===== src/rtl/uks_pkg.sv =====
`default_nettype none

package uks_pkg;

  // command opcodes; the unused code behaves as a query
  localparam logic [1:0] OP_QUERY  = 2'd0;
  localparam logic [1:0] OP_ADD    = 2'd1;
  localparam logic [1:0] OP_REMOVE = 2'd2;

  // result status codes
  localparam logic [1:0] ST_OK   = 2'd0;
  localparam logic [1:0] ST_DUP  = 2'd1;
  localparam logic [1:0] ST_FULL = 2'd2;
  localparam logic [1:0] ST_MISS = 2'd3;

  localparam int OPCODE_W = 2;
  localparam int KEY_W    = 16;
  localparam int STATUS_W = 2;
  localparam int COUNT_W  = 4;

  // strobes broadcast from the sequencer to every cell
  typedef struct packed {
    logic cmp;
    logic add;
    logic del;
  } uks_ctl_t;

endpackage

`default_nettype wire


===== src/rtl/unique_key_set_store.sv =====
`default_nettype none

// Bounded set of up to CAPACITY unique keys, kept in insertion order in a row
// of cells, one key per cell. Each command beat (opcode on s_tuser, key on
// s_tdata) queries, adds or removes a key and returns one result beat with
// success, status and the entry count after the command. A command goes
// through accept, a parallel compare in every cell, then execute, where
// a remove shifts every later cell down by one from its upper neighbor and an
// add loads the cell just past the last entry. One command is in flight at a
// time, so the block takes no new beat until the last command has left
// execute. The result register holds while m_tready is low and the next
// command waits in execute until that register is free.

module unique_key_set_store
  import uks_pkg::*;
#(
  parameter int CAPACITY = 10,
  parameter int KEY_BITS = 16
) (
  input  wire logic                clk,
  input  wire logic                rst,
  input  wire logic                s_tvalid,
  output      logic                s_tready,
  input  wire logic [KEY_W-1:0]    s_tdata,   // [15:0] key
  input  wire logic [OPCODE_W-1:0] s_tuser,   // [1:0] opcode
  output      logic                m_tvalid,
  input  wire logic                m_tready,
  output      logic [7:0]          m_tdata,   // [3:0] entry_count, [7:4] zero
  output      logic [2:0]          m_tuser    // [0] success, [2:1] status
);

  localparam int CNT_W = $clog2(CAPACITY + 1);

  localparam logic [1:0] S_IDLE = 2'd0;
  localparam logic [1:0] S_CMP  = 2'd1;
  localparam logic [1:0] S_EXEC = 2'd2;

  logic [1:0]          state;
  logic [1:0]          state_next;
  logic [1:0]          op;
  logic [KEY_BITS-1:0] key_q;
  logic [CNT_W-1:0]    count;
  logic [CNT_W-1:0]    count_next;

  logic [KEY_BITS-1:0] entries [CAPACITY];
  logic [CAPACITY-1:0] match_vec;
  logic [CAPACITY:0]   hit;

  uks_ctl_t            ctl;
  logic                go;
  logic                found;
  logic                full;
  logic                ok;
  logic [1:0]          st;

  assign s_tready = (state == S_IDLE);
  assign go       = !m_tvalid || m_tready;
  assign found    = hit[CAPACITY];
  assign full     = (count == CNT_W'(CAPACITY));
  assign hit[0]   = 1'b0;

  always_comb begin
    ok         = 1'b0;
    st         = ST_OK;
    count_next = count;
    ctl.cmp    = (state == S_CMP);
    ctl.add    = 1'b0;
    ctl.del    = 1'b0;
    case (op)
      OP_ADD: begin
        if (found) begin
          st = ST_DUP;
        end else if (full) begin
          st = ST_FULL;
        end else begin
          ok         = 1'b1;
          count_next = count + CNT_W'(1);
          ctl.add    = (state == S_EXEC) && go;
        end
      end
      OP_REMOVE: begin
        if (found) begin
          ok         = 1'b1;
          count_next = count - CNT_W'(1);
          ctl.del    = (state == S_EXEC) && go;
        end else begin
          st = ST_MISS;
        end
      end
      default: begin
        if (found) begin
          ok = 1'b1;
        end else begin
          st = ST_MISS;
        end
      end
    endcase
  end

  always_comb begin
    state_next = state;
    case (state)
      S_IDLE: begin
        if (s_tvalid) begin
          state_next = S_CMP;
        end
      end
      S_CMP: begin
        state_next = S_EXEC;
      end
      S_EXEC: begin
        if (go) begin
          state_next = S_IDLE;
        end
      end
      default: begin
        state_next = S_IDLE;
      end
    endcase
  end

  always_ff @(posedge clk) begin
    if (rst) begin
      state    <= S_IDLE;
      count    <= '0;
      m_tvalid <= 1'b0;
    end else begin
      state <= state_next;
      if (state == S_EXEC && go) begin
        count    <= count_next;
        m_tvalid <= 1'b1;
      end else if (m_tready) begin
        m_tvalid <= 1'b0;
      end
    end
  end

  always_ff @(posedge clk) begin
    if (s_tvalid && s_tready) begin
      op    <= s_tuser;
      key_q <= KEY_BITS'(s_tdata);
    end
    if (state == S_EXEC && go) begin
      m_tuser <= {st, ok};
      m_tdata <= {4'b0000, COUNT_W'(count_next)};
    end
  end

  for (genvar i = 0; i < CAPACITY; i++) begin : g_cell
    logic [KEY_BITS-1:0] nbr;
    if (i == CAPACITY - 1) begin : g_top
      assign nbr = key_q;
    end else begin : g_mid
      assign nbr = entries[i+1];
    end

    uks_cell #(
      .KEY_BITS (KEY_BITS),
      .CNT_W    (CNT_W),
      .INDEX    (i)
    ) u_cell (
      .clk       (clk),
      .ctl       (ctl),
      .key       (key_q),
      .count     (count),
      .nbr_entry (nbr),
      .hit_in    (hit[i]),
      .entry     (entries[i]),
      .match     (match_vec[i]),
      .hit_out   (hit[i+1])
    );
  end

  a_count_bound: assert property (@(posedge clk) disable iff (rst)
    count <= CNT_W'(CAPACITY))
    else $error("entry count above capacity");

  a_unique_keys: assert property (@(posedge clk) disable iff (rst)
    state == S_EXEC |-> $onehot0(match_vec))
    else $error("key stored in more than one cell");

  a_add_grows: assert property (@(posedge clk) disable iff (rst)
    ctl.add |=> count == $past(count) + CNT_W'(1))
    else $error("add did not grow the count");

  a_del_shrinks: assert property (@(posedge clk) disable iff (rst)
    ctl.del |=> count == $past(count) - CNT_W'(1))
    else $error("remove did not shrink the count");

  a_one_in_flight: assert property (@(posedge clk) disable iff (rst)
    s_tvalid && s_tready |=> state == S_CMP && !s_tready)
    else $error("beat accepted while a command is in flight");

endmodule

`default_nettype wire


===== src/rtl/uks_cell.sv =====
`default_nettype none

module uks_cell
  import uks_pkg::*;
#(
  parameter int KEY_BITS = 16,
  parameter int CNT_W    = 4,
  parameter int INDEX    = 0
) (
  input  wire logic                clk,
  input  wire uks_ctl_t            ctl,
  input  wire logic [KEY_BITS-1:0] key,
  input  wire logic [CNT_W-1:0]    count,
  input  wire logic [KEY_BITS-1:0] nbr_entry,
  input  wire logic                hit_in,
  output      logic [KEY_BITS-1:0] entry,
  output      logic                match,
  output      logic                hit_out
);

  logic active;
  logic is_tail;

  assign active  = count > CNT_W'(INDEX);
  assign is_tail = count == CNT_W'(INDEX);
  assign hit_out = hit_in | match;

  always_ff @(posedge clk) begin
    if (ctl.cmp) begin
      match <= active && (entry == key);
    end
    if (ctl.add && is_tail) begin
      entry <= key;
    end else if (ctl.del && hit_out) begin
      // close the gap: take the upper neighbor's key
      entry <= nbr_entry;
    end
  end

endmodule

`default_nettype wire


===== config.mk =====
export PLATFORM = sky130hd
export DESIGN_NAME = unique_key_set_store
export DESIGN_NICKNAME = d
export VERILOG_FILES = /design/src/rtl/uks_pkg.sv /design/src/rtl/unique_key_set_store.sv /design/src/rtl/uks_cell.sv
export SDC_FILE = /design/constraint.sdc
export NUM_CORES = 1
export LEC_CHECK = 0
export ABC_AREA = 1
export ABC_CLOCK_PERIOD_IN_PS = 6300
export BUFFER_PORTS_ARGS = -buffer_cell sky130_fd_sc_hd__buf_4
export CORE_MARGIN = 1
export CORE_UTILIZATION = 60
export DETAILED_ROUTE_END_ITERATION = 7
export GPL_ROUTABILITY_DRIVEN = 0
export HOLD_SLACK_MARGIN = 0.02
export MAX_ROUTING_LAYER = met4
export PLACE_DENSITY = 0.73
export SETUP_SLACK_MARGIN = 0.1
export SLEW_MARGIN = 15
export SYNTH_ARGS = -nofsm -noshare
export SYNTH_HDL_FRONTEND = slang
export SYNTH_SLANG_ARGS = --single-unit

===== constraint.sdc =====
create_clock -name clk -period 6.3 [get_ports clk]
set_input_delay 1.26 -clock clk [delete_from_list [all_inputs] [get_ports clk]]
set_output_delay 1.26 -clock clk [all_outputs]
set_load 0.02 [all_outputs]

==> run_summary.xml, run 1 <==
<?xml version="1.0" encoding="UTF-8"?>
<metrics>
  <group name="min_path">
    <metric name="min-delay-path-class" unit="">register to register</metric>
  </group>
  <group name="synth">
    <metric name="synth.yosys.seq_area_share" unit="%">58.7</metric>
    <metric name="post_synth.cell_area_avg" unit="um^2">9.84</metric>
    <metric name="yosys_warnings" unit="">0</metric>
    <metric name="post_synth_instance_area" unit="um^2">10200</metric>
    <metric name="synth.distinct_cells" unit="">37</metric>
    <metric name="synth_cells" unit="">1038</metric>
    <metric name="synth_seq_cells" unit="">202</metric>
  </group>
  <group name="job">
    <metric name="maxCapViolations" unit="">0</metric>
  </group>
  <group name="worst_setup_path">
    <metric name="timing.critical_path.from_type" unit="">register</metric>
    <metric name="critical_path_required" unit="ns">6.44</metric>
    <metric name="crit_path_end_kind" unit="">register</metric>
    <metric name="worst-endpoint-arrival" unit="ns">4.37</metric>
    <metric name="critical_path_peak_fanout" unit="">33</metric>
    <metric name="critical_path.cell_chain" unit="">nor2_1, nand4_1, nor3_2, nand4_1, nor3_4, nand3_1, nand2_1</metric>
    <metric name="worstSetupPathType" unit="">register to register</metric>
    <metric name="critical_path.max_stage_delay" unit="ns">0.85</metric>
    <metric name="crit_path_frequent_cell" unit="">sky130_fd_sc_hd__nand4_1</metric>
    <metric name="crit_slowest_cell" unit="">sky130_fd_sc_hd__nand2_1</metric>
  </group>
  <group name="global_routing">
    <metric name="grt_first_pass_wirelength" unit="um">42700</metric>
    <metric name="number_of_global_route_vias_before_repair" unit="">7017</metric>
    <metric name="grt_max_degree" unit="">34</metric>
    <metric name="gr-total-overflow" unit="">0</metric>
    <metric name="antenna_violations_before_repair" unit="">0</metric>
    <metric name="gr-usage-all-layers" unit="%">34.3</metric>
  </group>
  <group name="cts">
    <metric name="cts_sinks" unit="">202</metric>
    <metric name="total_cts_buffers" unit="">22</metric>
    <metric name="tritoncts_clock_tree" unit="">done</metric>
    <metric name="cts_htree_levels" unit="">1</metric>
    <metric name="clk_pin_slew_worst_paths" unit="ns">0.06</metric>
    <metric name="clockRootBuffer" unit="">sky130_fd_sc_hd__clkbuf_16</metric>
    <metric name="post-cts-setup-buffers" unit="">0</metric>
    <metric name="ctsHoldBuffers" unit="">0</metric>
    <metric name="clk-insertion-delay-late" unit="ns">0.52</metric>
    <metric name="cts.path.max_buffers" unit="">3</metric>
    <metric name="cts-resized-gates" unit="">0</metric>
  </group>
  <group name="final_layout">
    <metric name="drive_gt1_share" unit="%">9.64</metric>
    <metric name="final_common_cell" unit="">sky130_fd_sc_hd__nand2_1</metric>
    <metric name="most-common-layout-cells" unit="">sky130_fd_sc_hd__nand2_1, sky130_fd_sc_hd__edfxtp_1, sky130_fd_sc_hd__o21ai_0</metric>
    <metric name="synthToLayoutAreaGrowth" unit="%">10.3</metric>
    <metric name="num_antenna_cells" unit="">0</metric>
    <metric name="final_nets" unit="">1061</metric>
  </group>
  <group name="floorplan">
    <metric name="num_io_pins" unit="">35</metric>
    <metric name="std_cell_core_area" unit="um^2">16600</metric>
    <metric name="die-area" unit="um^2">17600</metric>
    <metric name="die_y" unit="um">132</metric>
    <metric name="die_w" unit="um">132</metric>
    <metric name="initial_utilization" unit="%">61.6</metric>
    <metric name="number_of_rows_in_the_core_area" unit="">47</metric>
  </group>
  <group name="timing">
    <metric name="post-route-min-period" unit="ns">4.22</metric>
    <metric name="setup_viol" unit="">0</metric>
    <metric name="final_hold_viol_count" unit="">0</metric>
    <metric name="tns" unit="ns">0</metric>
    <metric name="fmaxAchievable" unit="MHz">237</metric>
    <metric name="slew_headroom" unit="%">27.7</metric>
    <metric name="min_period_over_period" unit="%">67.0</metric>
    <metric name="timing.hold.ws" unit="ns">0.495</metric>
    <metric name="grt_setup_unrepaired" unit="">no</metric>
    <metric name="drv_slew" unit="">0</metric>
    <metric name="finalClockSkew" unit="ns">0.0130</metric>
    <metric name="worst-slew-pin-transition" unit="ns">1.08</metric>
  </group>
  <group name="pwr">
    <metric name="leakagePower" unit="nW">4.32</metric>
    <metric name="power_density" unit="nW/um^2">270</metric>
    <metric name="worst_ir_drop_on_vdd" unit="mV">0.222</metric>
  </group>
  <group name="place">
    <metric name="half_perimeter_wire_length_after_placement" unit="um">19500</metric>
    <metric name="buffers_on_ports" unit="">30</metric>
  </group>
  <group name="detailed_routing">
    <metric name="drt_first_pass_iters" unit="">6</metric>
    <metric name="detail-route-antenna-nets" unit="">0</metric>
    <metric name="route.detailed.drc" unit="">0</metric>
    <metric name="viasPerCell" unit="">6.27</metric>
    <metric name="wl" unit="um">28600</metric>
    <metric name="initialDrtViolationCount" unit="">957</metric>
    <metric name="wire_per_inst" unit="um">22.6</metric>
    <metric name="detailroute.via_count" unit="">7953</metric>
  </group>
  <group name="outcome">
    <metric name="outcome" unit="">finished, final reports clean</metric>
  </group>
</metrics>
kinds of logic (layout without fill, tap and decap cells):
group           after synthesis  in the layout  share of synthesized area (%)
xor+xnor                     63             63                           5.40
simple gates                385            385                           16.4
buf+inv                     133            140                           5.03
flops                       202            202                           58.7
other cells                   1              4                         0.0367
fa+ha+maj                     7              7                          0.857
compound gates              247            247                           13.6
cell type report:
class | instances | area [um^2]
Timing Repair Buffer | 39 | 293
Inverter | 61 | 229
Multi-Input combinational cell | 706 | 3730
Sequential cell | 202 | 6000
Fill cell | 1252 | 5320
Clock buffer | 30 | 631
Tap cell | 220 | 275
Clock inverter | 10 | 115
Yosys cell counts:
master                      number  area (um^2)
sky130_fd_sc_hd__nand2_1       236          886
sky130_fd_sc_hd__edfxtp_1      195         5860
sky130_fd_sc_hd__o21ai_0       175          876
sky130_fd_sc_hd__clkbuf_1       66          248
sky130_fd_sc_hd__inv_1          54          203
sky130_fd_sc_hd__nor2_1         46          173
sky130_fd_sc_hd__xor2_1         45          394
sky130_fd_sc_hd__nand3_1        38          190
sky130_fd_sc_hd__o22ai_1        22          138
sky130_fd_sc_hd__or2_2          20          125
sky130_fd_sc_hd__a221oi_1       19          166
sky130_fd_sc_hd__nor4_1         19          119
sky130_fd_sc_hd__xnor2_1        18          158
sky130_fd_sc_hd__nand4_1        14         87.6
sky130_fd_sc_hd__a21oi_1        11         55.1
sky130_fd_sc_hd__dfxtp_1         7          140
sky130_fd_sc_hd__ha_1            7         87.6
sky130_fd_sc_hd__clkinv_1        6         22.5
sky130_fd_sc_hd__a211oi_1        5         37.5
sky130_fd_sc_hd__a22o_1          5         43.8
sky130_fd_sc_hd__a2111oi_0       4         35.0
sky130_fd_sc_hd__buf_4           4         30.0
sky130_fd_sc_hd__nor3_1          4         20.0
sky130_fd_sc_hd__o21ai_1         3         15.0
sky130_fd_sc_hd__buf_1           2         7.51
sky130_fd_sc_hd__nor3b_1         2         15.0
sky130_fd_sc_hd__a221o_1         1         10.0
sky130_fd_sc_hd__conb_1          1         3.75
sky130_fd_sc_hd__inv_2           1         3.75
sky130_fd_sc_hd__nand3b_1        1         7.51
sky130_fd_sc_hd__nor2_2          1         6.26
sky130_fd_sc_hd__nor3_2          1         10.0
sky130_fd_sc_hd__nor3_4          1         16.3
sky130_fd_sc_hd__nor4b_1         1         8.76
sky130_fd_sc_hd__o2111ai_1       1         8.76
sky130_fd_sc_hd__o211ai_1        1         7.51
sky130_fd_sc_hd__or4_1           1         7.51
worst max-delay path, delay by kind of cell (launching register included):
| family | cells | cell delay, ns |
|---|---|---|
| AND/OR/NAND/NOR | 7 | 3.43 |
| flip-flops | 1 | 0.41 |
flip-flops by register name (all words and copies together), names as in the netlist:
signal / flops
m_tvalid: 1
op: 2
m_tdata: 4
state: 2
m_tuser: 3
g_cell.u_cell.entry: 160
g_cell.u_cell.match: 10
count: 4
g_cell.nbr: 16
routing by layer:
| layer | wire length, um | share of wire (%) | GRT usage [%] | vias up |
|---|---|---|---|---|
| li1 | - | - | - | 3646 |
| met1 | 11300 | 39 | 47.3 | 3660 |
| met2 | 12500 | 44 | 50.4 | 555 |
| met3 | 3520 | 12 | 6.25 | 92 |
| met4 | 1370 | 4.8 | 14.4 | 0 |
| met5 | 0 | 0 | - | - |
metrics by stage:
stage | total power, W | cells | setup WS, ns | util (%) | area, um^2
3_3_place_gp | 0.00173 | 1228 | 2.15 | 63.4 | 10500
6_report | 0.00304 | 1268 | 2.08 | 67.9 | 11300
3_5_place_dp | 0.00174 | 1228 | 2.05 | 63.4 | 10500
4_1_cts | 0.00303 | 1268 | 2.07 | 67.9 | 11300
2_1_floorplan | 0.00166 | 1041 | 2.77 | - | 10200
5_1_grt | 0.00310 | 1268 | 1.71 | 67.9 | 11300
final timing paths:
kind                                from                        end  slack, ns  cells after the start
setup reg to reg  g_cell[0].u_cell.match  g_cell[7].u_cell.entry[1]       2.08                      7
setup / recovery  g_cell[0].u_cell.match  g_cell[7].u_cell.entry[1]       2.08                      7
hold / removal                  state[1]                   state[0]       0.49                      1
hold reg to reg                 state[1]                   state[0]       0.49                      1
power breakdown:
part	total, W	internal [W]	switching, W
combinational	0.000190	0.0000612	0.000128
sequential	0.00153	0.00149	0.0000419
clock	0.00132	0.000785	0.000536
total	0.00304	0.00233	0.000706
(Power assumes the default switching activity.)
==> run 2: changes to the inputs <==
--- a/config.mk
+++ b/config.mk
@@ -5,8 +5,8 @@
 export SDC_FILE = /design/constraint.sdc
 export NUM_CORES = 1
 export LEC_CHECK = 0
-export ABC_AREA = 1
-export ABC_CLOCK_PERIOD_IN_PS = 6300
+export ABC_AREA = 0
+export ABC_CLOCK_PERIOD_IN_PS = 4300
 export BUFFER_PORTS_ARGS = -buffer_cell sky130_fd_sc_hd__buf_4
 export CORE_MARGIN = 1
 export CORE_UTILIZATION = 60
==> constraint.sdc (replaced) <==
create_clock -name clk -period 4.3 [get_ports clk]
set_input_delay 0.86 -clock clk [delete_from_list [all_inputs] [get_ports clk]]
set_output_delay 0.86 -clock clk [all_outputs]
set_load 0.02 [all_outputs]
==> run 2 against run 1 <==
Compared with the run above: clock skew increased by 0.0069 ns; critical path depth increased by 1; register-to-register slack got worse by 1.1 ns; wire length decreased by 18%; hold slack improved by 0.0065 ns; total power increased by 43%; clock-buffer cell count decreased by 1; worst setup slack got worse by 1.1 ns; die area increased by 2.4%; utilization increased by 1.2 points; cell count decreased by 20%; sequential share of layout area decreased by 1.6 points; largest power group unchanged.
==> run_summary.xml, run 2 <==
<?xml version="1.0" encoding="UTF-8"?>
<metrics>
  <group name="cts">
    <metric name="total_cts_buffers" unit="">22</metric>
    <metric name="post-cts-setup-buffers" unit="">0</metric>
    <metric name="ctsHoldBuffers" unit="">0</metric>
    <metric name="cts_htree_levels" unit="">1</metric>
    <metric name="cts-resized-gates" unit="">0</metric>
    <metric name="tritoncts_clock_tree" unit="">done</metric>
    <metric name="clk-insertion-delay-late" unit="ns">0.51</metric>
    <metric name="cts.path.max_buffers" unit="">3</metric>
    <metric name="cts_sinks" unit="">202</metric>
    <metric name="clockRootBuffer" unit="">sky130_fd_sc_hd__clkbuf_16</metric>
    <metric name="clk_pin_slew_worst_paths" unit="ns">0.06</metric>
  </group>
  <group name="final_layout">
    <metric name="final_common_cell" unit="">sky130_fd_sc_hd__edfxtp_1</metric>
    <metric name="drive_gt1_share" unit="%">30.4</metric>
    <metric name="synthToLayoutAreaGrowth" unit="%">11.1</metric>
    <metric name="final_nets" unit="">808</metric>
    <metric name="final_cell_count_no_fill" unit="">1015</metric>
    <metric name="num_antenna_cells" unit="">0</metric>
    <metric name="most-common-layout-cells" unit="">sky130_fd_sc_hd__edfxtp_1, sky130_fd_sc_hd__mux2_2, sky130_fd_sc_hd__xor2_1</metric>
    <metric name="largest_register" unit="">g_cell.u_cell.entry</metric>
    <metric name="largest_reg_flops" unit="">160</metric>
  </group>
  <group name="global_routing">
    <metric name="grt_max_degree" unit="">21</metric>
    <metric name="grt_first_pass_wirelength" unit="um">36300</metric>
    <metric name="antenna_violations_before_repair" unit="">0</metric>
    <metric name="gr-total-overflow" unit="">0</metric>
    <metric name="number_of_global_route_vias_before_repair" unit="">6364</metric>
    <metric name="gr-usage-all-layers" unit="%">28.0</metric>
  </group>
  <group name="synth">
    <metric name="ys_async_sr_fraction" unit="%">0</metric>
    <metric name="synth_area_leader_cell" unit="">sky130_fd_sc_hd__edfxtp_1</metric>
    <metric name="synth_area_leaders" unit="">sky130_fd_sc_hd__edfxtp_1, sky130_fd_sc_hd__mux2_2, sky130_fd_sc_hd__xor2_1, sky130_fd_sc_hd__xnor2_1, sky130_fd_sc_hd__nor4_1</metric>
    <metric name="synth_seq_cells" unit="">202</metric>
    <metric name="post_synth.cell_area_avg" unit="um^2">13.9</metric>
    <metric name="synth_top_area_share" unit="%">56.0</metric>
    <metric name="synth_top_flop_cell" unit="">sky130_fd_sc_hd__edfxtp_1</metric>
    <metric name="synth.yosys.seq_area_share" unit="%">57.3</metric>
    <metric name="post_synth_instance_area" unit="um^2">10500</metric>
    <metric name="yosys_warnings" unit="">0</metric>
    <metric name="synth.distinct_cells" unit="">49</metric>
    <metric name="synth_edf_count" unit="">195</metric>
    <metric name="synth_most_common_cell" unit="">sky130_fd_sc_hd__edfxtp_1</metric>
    <metric name="synthTopCellsByCount" unit="">sky130_fd_sc_hd__edfxtp_1, sky130_fd_sc_hd__mux2_2, sky130_fd_sc_hd__xor2_1</metric>
    <metric name="synth_cells" unit="">753</metric>
  </group>
  <group name="min_path">
    <metric name="min-delay-path-class" unit="">register to register</metric>
    <metric name="hold_path_end" unit="">m_tvalid</metric>
    <metric name="min-delay-start" unit="">state[1]</metric>
    <metric name="timing.hold.worst_path_depth" unit="">2</metric>
  </group>
  <group name="pwr">
    <metric name="power_density" unit="nW/um^2">374</metric>
    <metric name="worst_ir_drop_on_vdd" unit="mV">0.405</metric>
    <metric name="leakagePower" unit="nW">3.95</metric>
  </group>
  <group name="timing">
    <metric name="fmaxAchievable" unit="MHz">304</metric>
    <metric name="post-route-min-period" unit="ns">3.29</metric>
    <metric name="tns" unit="ns">0</metric>
    <metric name="grt_setup_unrepaired" unit="">no</metric>
    <metric name="final_hold_viol_count" unit="">0</metric>
    <metric name="setup_viol" unit="">0</metric>
    <metric name="drv_slew" unit="">0</metric>
    <metric name="min_period_over_period" unit="%">76.4</metric>
    <metric name="finalClockSkew" unit="ns">0.0199</metric>
    <metric name="worst-slew-pin-transition" unit="ns">1.05</metric>
    <metric name="slew_headroom" unit="%">30.2</metric>
  </group>
  <group name="floorplan">
    <metric name="initial_utilization" unit="%">62.2</metric>
    <metric name="number_of_rows_in_the_core_area" unit="">47</metric>
    <metric name="std_cell_core_area" unit="um^2">16800</metric>
    <metric name="die_w" unit="um">134</metric>
    <metric name="die_y" unit="um">134</metric>
    <metric name="num_io_pins" unit="">35</metric>
    <metric name="die-area" unit="um^2">18000</metric>
  </group>
  <group name="worst_setup_path">
    <metric name="reg2reg_depth" unit="">8</metric>
    <metric name="critical_path.reg2reg.startpoint" unit="">count[0]</metric>
    <metric name="crit_path_end_kind" unit="">register</metric>
    <metric name="critical_path_peak_fanout" unit="">17</metric>
    <metric name="worstSetupPathType" unit="">register to register</metric>
    <metric name="worst-endpoint-arrival" unit="ns">3.48</metric>
    <metric name="rr_endpoint" unit="">g_cell[7].u_cell.entry[4]</metric>
    <metric name="critical_path_required" unit="ns">4.50</metric>
    <metric name="reg2reg_setup_slack" unit="ns">1.01</metric>
    <metric name="timing.critical_path.from_type" unit="">register</metric>
  </group>
  <group name="detailed_routing">
    <metric name="drt_first_pass_iters" unit="">5</metric>
    <metric name="viasPerCell" unit="">6.15</metric>
    <metric name="detailroute.via_count" unit="">6246</metric>
    <metric name="initialDrtViolationCount" unit="">437</metric>
    <metric name="detail-route-antenna-nets" unit="">0</metric>
    <metric name="wl" unit="um">23400</metric>
    <metric name="wire_per_inst" unit="um">23.1</metric>
    <metric name="route.detailed.drc" unit="">0</metric>
  </group>
  <group name="place">
    <metric name="numPlacedInstances" unit="">975</metric>
    <metric name="buffers_on_ports" unit="">30</metric>
    <metric name="half_perimeter_wire_length_after_placement" unit="um">15800</metric>
  </group>
  <group name="job">
    <metric name="maxCapViolations" unit="">0</metric>
  </group>
  <group name="outcome">
    <metric name="outcome" unit="">finished, final reports clean</metric>
  </group>
</metrics>
run 2: how the worst max path moves through the flow:
| stage | startpoint | to | slack (ns) |
|---|---|---|---|
| after detailed placement | m_tready | g_cell[7].u_cell.entry[12] | 0.93 |
| after global routing | count[0] | g_cell[7].u_cell.entry[0] | 0.72 |
| after CTS | count[0] | g_cell[7].u_cell.entry[0] | 0.99 |
| after floorplan | g_cell[0].u_cell.match | g_cell[9].u_cell.entry[0] | 0.77 |
| after global placement | m_tready | g_cell[7].u_cell.entry[10] | 1.00 |
| final | count[0] | g_cell[7].u_cell.entry[4] | 1.01 |
run 2: kinds of logic after synthesis:
| group | share of synthesized area [%] |
|---|---|
| AO/OA/AOI/OAI | 2.82 |
| XOR/XNOR | 13.5 |
| adder cells (fa/ha/maj) | 0.837 |
| buffers and inverters | 2.92 |
| flip-flops | 57.3 |
| multiplexers | 15.6 |
| other | 0.0358 |
| AND/OR/NAND/NOR | 7.02 |
run 2: power breakdown:
group | switching (W) | internal (W)
clock network | 0.000761 | 0.00110
logic | 0.000165 | 0.000104
registers | 0.0000418 | 0.00217
run 2: critical path, cell delays in order, from the launching register on:
cell                       delay [ns]
sky130_fd_sc_hd__dfxtp_1         0.52
sky130_fd_sc_hd__inv_1           0.15
sky130_fd_sc_hd__ha_1            0.28
sky130_fd_sc_hd__nand3b_1        0.14
sky130_fd_sc_hd__nand2_1         0.18
sky130_fd_sc_hd__nor4b_1         0.51
sky130_fd_sc_hd__and2_1          0.68
sky130_fd_sc_hd__o21bai_1        0.22
sky130_fd_sc_hd__buf_4           0.27
run 2: through the flow:
step	power (W)	util (%)	area, um^2	hold WS, ns	worst slack [ns]
global placement	0.00251	64.9	10900	0.491	1.00
floorplan	0.00242	-	10500	0.424	0.766
global route	0.00446	69.1	11600	0.515	0.720
finish	0.00435	69.1	11600	0.501	1.01
detailed placement	0.00252	64.9	10900	0.494	0.931
CTS	0.00436	69.1	11600	0.502	0.989
run 2: area by class of cell:
cell class | instances | area, um^2
Clock inverter | 11 | 110
Sequential cell | 202 | 6000
Timing Repair Buffer | 57 | 428
Tap cell | 220 | 275
Multi-Input combinational cell | 487 | 4180
Clock buffer | 29 | 598
Inverter | 9 | 33.8
Fill cell | 1157 | 5200
run 2: per-layer routing:
metal / vias up / global-route usage [%] / share of wire [%]
li1: 2825 / - / -
met1: 3109 / 35.7 / 41
met2: 253 / 46.6 / 50
met3: 59 / 4.12 / 6.5
met4: 0 / 8.24 / 2.7
met5: - / - / 0
==> run 3: changes to the inputs <==
--- a/config.mk
+++ b/config.mk
@@ -6,15 +6,15 @@
 export NUM_CORES = 1
 export LEC_CHECK = 0
 export ABC_AREA = 0
-export ABC_CLOCK_PERIOD_IN_PS = 4300
+export ABC_CLOCK_PERIOD_IN_PS = 2990
 export BUFFER_PORTS_ARGS = -buffer_cell sky130_fd_sc_hd__buf_4
 export CORE_MARGIN = 1
-export CORE_UTILIZATION = 60
+export CORE_UTILIZATION = 56
 export DETAILED_ROUTE_END_ITERATION = 7
 export GPL_ROUTABILITY_DRIVEN = 0
 export HOLD_SLACK_MARGIN = 0.02
 export MAX_ROUTING_LAYER = met4
-export PLACE_DENSITY = 0.73
+export PLACE_DENSITY = 0.72
 export SETUP_SLACK_MARGIN = 0.1
 export SLEW_MARGIN = 15
 export SYNTH_ARGS = -nofsm -noshare
==> constraint.sdc (replaced) <==
create_clock -name clk -period 2.99 [get_ports clk]
set_input_delay 0.598 -clock clk [delete_from_list [all_inputs] [get_ports clk]]
set_output_delay 0.598 -clock clk [all_outputs]
set_load 0.02 [all_outputs]
==> run 3 against run 2 <==
Compared with the run above: the flow now finishes with violations (DRC); wire length rose by 3.4%; global-route usage fell by 1.3 points; clock power rose by 48%; die area rose by 7.0%; critical path depth fell by 2; via count did not move; clock-buffer cell count rose by 2; largest cell class unchanged.
==> run_summary.xml, run 3 (same netlist as run 2, synthesis figures left out) <==
<?xml version="1.0" encoding="UTF-8"?>
<metrics>
  <group name="outcome">
    <metric name="outcome" unit="">finished, violations left</metric>
    <metric name="violations" unit="">DRC</metric>
  </group>
  <group name="job">
    <metric name="maxCapViolations" unit="">0</metric>
  </group>
  <group name="final_layout">
    <metric name="final_util" unit="%">65.3</metric>
    <metric name="n_fill_cell" unit="">1286</metric>
    <metric name="synthToLayoutAreaGrowth" unit="%">13.3</metric>
    <metric name="final_common_cell" unit="">sky130_fd_sc_hd__edfxtp_1</metric>
    <metric name="largest_reg_flops" unit="">160</metric>
    <metric name="largest_register" unit="">g_cell.u_cell.entry</metric>
    <metric name="num_antenna_cells" unit="">0</metric>
    <metric name="final_nets" unit="">824</metric>
    <metric name="most-common-layout-cells" unit="">sky130_fd_sc_hd__edfxtp_1, sky130_fd_sc_hd__mux2_2, sky130_fd_sc_hd__xor2_1</metric>
    <metric name="drive_gt1_share" unit="%">32.2</metric>
  </group>
  <group name="pwr">
    <metric name="leakagePower" unit="nW">4.10</metric>
    <metric name="worst_ir_drop_on_vdd" unit="mV">0.563</metric>
    <metric name="post-layout-total-power" unit="W">0.00634</metric>
    <metric name="power_density" unit="nW/um^2">535</metric>
  </group>
  <group name="cts">
    <metric name="cts_sinks" unit="">202</metric>
    <metric name="cts_htree_levels" unit="">1</metric>
    <metric name="clk_pin_slew_worst_paths" unit="ns">0.06</metric>
    <metric name="post-cts-setup-buffers" unit="">0</metric>
    <metric name="clockRootBuffer" unit="">sky130_fd_sc_hd__clkbuf_16</metric>
    <metric name="clk-insertion-delay-late" unit="ns">0.50</metric>
    <metric name="tritoncts_clock_tree" unit="">done</metric>
    <metric name="total_cts_buffers" unit="">22</metric>
    <metric name="cts.path.max_buffers" unit="">3</metric>
  </group>
  <group name="floorplan">
    <metric name="number_of_rows_in_the_core_area" unit="">49</metric>
    <metric name="die_y" unit="um">139</metric>
    <metric name="num_io_pins" unit="">35</metric>
    <metric name="die-area" unit="um^2">19200</metric>
    <metric name="std_cell_core_area" unit="um^2">18100</metric>
    <metric name="initial_utilization" unit="%">57.7</metric>
    <metric name="die_w" unit="um">139</metric>
  </group>
  <group name="timing">
    <metric name="slew_headroom" unit="%">26.3</metric>
    <metric name="postLayoutSetupSlackWorst" unit="ns">0.273</metric>
    <metric name="finalClockSkew" unit="ns">0.0104</metric>
    <metric name="setup_viol" unit="">0</metric>
    <metric name="post-route-min-period" unit="ns">2.72</metric>
    <metric name="fmaxAchievable" unit="MHz">368</metric>
    <metric name="grt_setup_unrepaired" unit="">no</metric>
    <metric name="worst-slew-pin-transition" unit="ns">1.10</metric>
    <metric name="min_period_over_period" unit="%">90.9</metric>
    <metric name="tns" unit="ns">0</metric>
    <metric name="drv_slew" unit="">0</metric>
    <metric name="final_hold_viol_count" unit="">0</metric>
  </group>
  <group name="detailed_routing">
    <metric name="initialDrtViolationCount" unit="">426</metric>
    <metric name="route.detailed.drc" unit="">3</metric>
    <metric name="detail-route-antenna-nets" unit="">0</metric>
    <metric name="viasPerCell" unit="">6.01</metric>
    <metric name="drt_first_pass_iters" unit="">6</metric>
    <metric name="detailroute.via_count" unit="">6246</metric>
    <metric name="wire_per_inst" unit="um">23.3</metric>
    <metric name="wl" unit="um">24200</metric>
  </group>
  <group name="global_routing">
    <metric name="antenna_violations_before_repair" unit="">0</metric>
    <metric name="grt_first_pass_wirelength" unit="um">37700</metric>
    <metric name="gr-total-overflow" unit="">0</metric>
    <metric name="gr-usage-all-layers" unit="%">26.6</metric>
    <metric name="grt_max_degree" unit="">20</metric>
    <metric name="number_of_global_route_vias_before_repair" unit="">6636</metric>
  </group>
  <group name="worst_setup_path">
    <metric name="worstSetupPathType" unit="">register to register</metric>
    <metric name="critical_path_peak_fanout" unit="">16</metric>
    <metric name="reg2reg_depth" unit="">6</metric>
    <metric name="worst-endpoint-arrival" unit="ns">2.96</metric>
    <metric name="timing.critical_path.from_type" unit="">register</metric>
    <metric name="crit_path_end_kind" unit="">register</metric>
    <metric name="critical_path_required" unit="ns">3.24</metric>
  </group>
  <group name="place">
    <metric name="pre_cts_slack" unit="ns">0.172</metric>
    <metric name="half_perimeter_wire_length_after_placement" unit="um">17200</metric>
    <metric name="buffers_on_ports" unit="">30</metric>
  </group>
  <group name="min_path">
    <metric name="min-delay-path-class" unit="">primary input to register</metric>
    <metric name="timing.hold.worst_path_depth" unit="">1</metric>
  </group>
</metrics>
## run 3: layer usage
layer / vias up / track usage (%) / routed length [um]
met1: 3126 / 32.9 / 10000
met3: 55 / 4.42 / 1420
li1: 2864 / - / -
met5: - / - / 0
met4: 0 / 9.24 / 801
met2: 201 / 44.6 / 12000
## run 3: repair_timing
item / in CTS / in global routing
resized for setup: 0 / 2
hold buffers: 0 / 0
setup endpoints to repair: 0 / 48
## run 3: critical path, cell delays in order, from the launching register on
cell and delay, ns:
sky130_fd_sc_hd__edfxtp_1 0.45, sky130_fd_sc_hd__nor4_2 0.38, sky130_fd_sc_hd__nand4b_1 0.35, sky130_fd_sc_hd__nor4b_4 0.41
sky130_fd_sc_hd__and3_1 0.23, sky130_fd_sc_hd__buf_4 0.26, sky130_fd_sc_hd__mux2_2 0.37
## run 3: report_power, final
part / internal (W) / switching [W] / total [W]
Combinational: 0.000162 / 0.000217 / 0.000378
Clock: 0.00165 / 0.00110 / 0.00275
Sequential: 0.00313 / 0.0000861 / 0.00321
## run 3: final cells by class
| class | instances | area, um^2 | share of cell area [%] |
|---|---|---|---|
| Clock buffer | 31 | 668 | 5.64 |
| Tap cell | 229 | 287 | 2.42 |
| Clock inverter | 9 | 73.8 | 0.623 |
| Sequential cell | 202 | 6000 | 50.6 |
| Inverter | 9 | 33.8 | 0.285 |
| Multi-Input combinational cell | 487 | 4210 | 35.5 |
| Timing Repair Buffer | 73 | 586 | 4.94 |
## run 3: through the flow
stage / cells / hold WS, ns / cell area, um^2
floorplan: 756 / 0.424 / 10500
global placement: 1000 / 0.481 / 11100
detailed placement: 1000 / 0.512 / 11100
CTS: 1040 / 0.249 / 11800
global route: 1040 / 0.251 / 11900
finish: 1040 / 0.269 / 11900
## run 3: final timing paths
kind	to	from	slack [ns]
worst max-delay path	g_cell[6].u_cell.entry[0]	g_cell[0].u_cell.match	0.27
worst min-delay path	g_cell[9].nbr[15]	s_tdata[15]	0.27
worst max register to register	g_cell[6].u_cell.entry[0]	g_cell[0].u_cell.match	0.27
worst min register to register	m_tvalid	state[1]	0.53
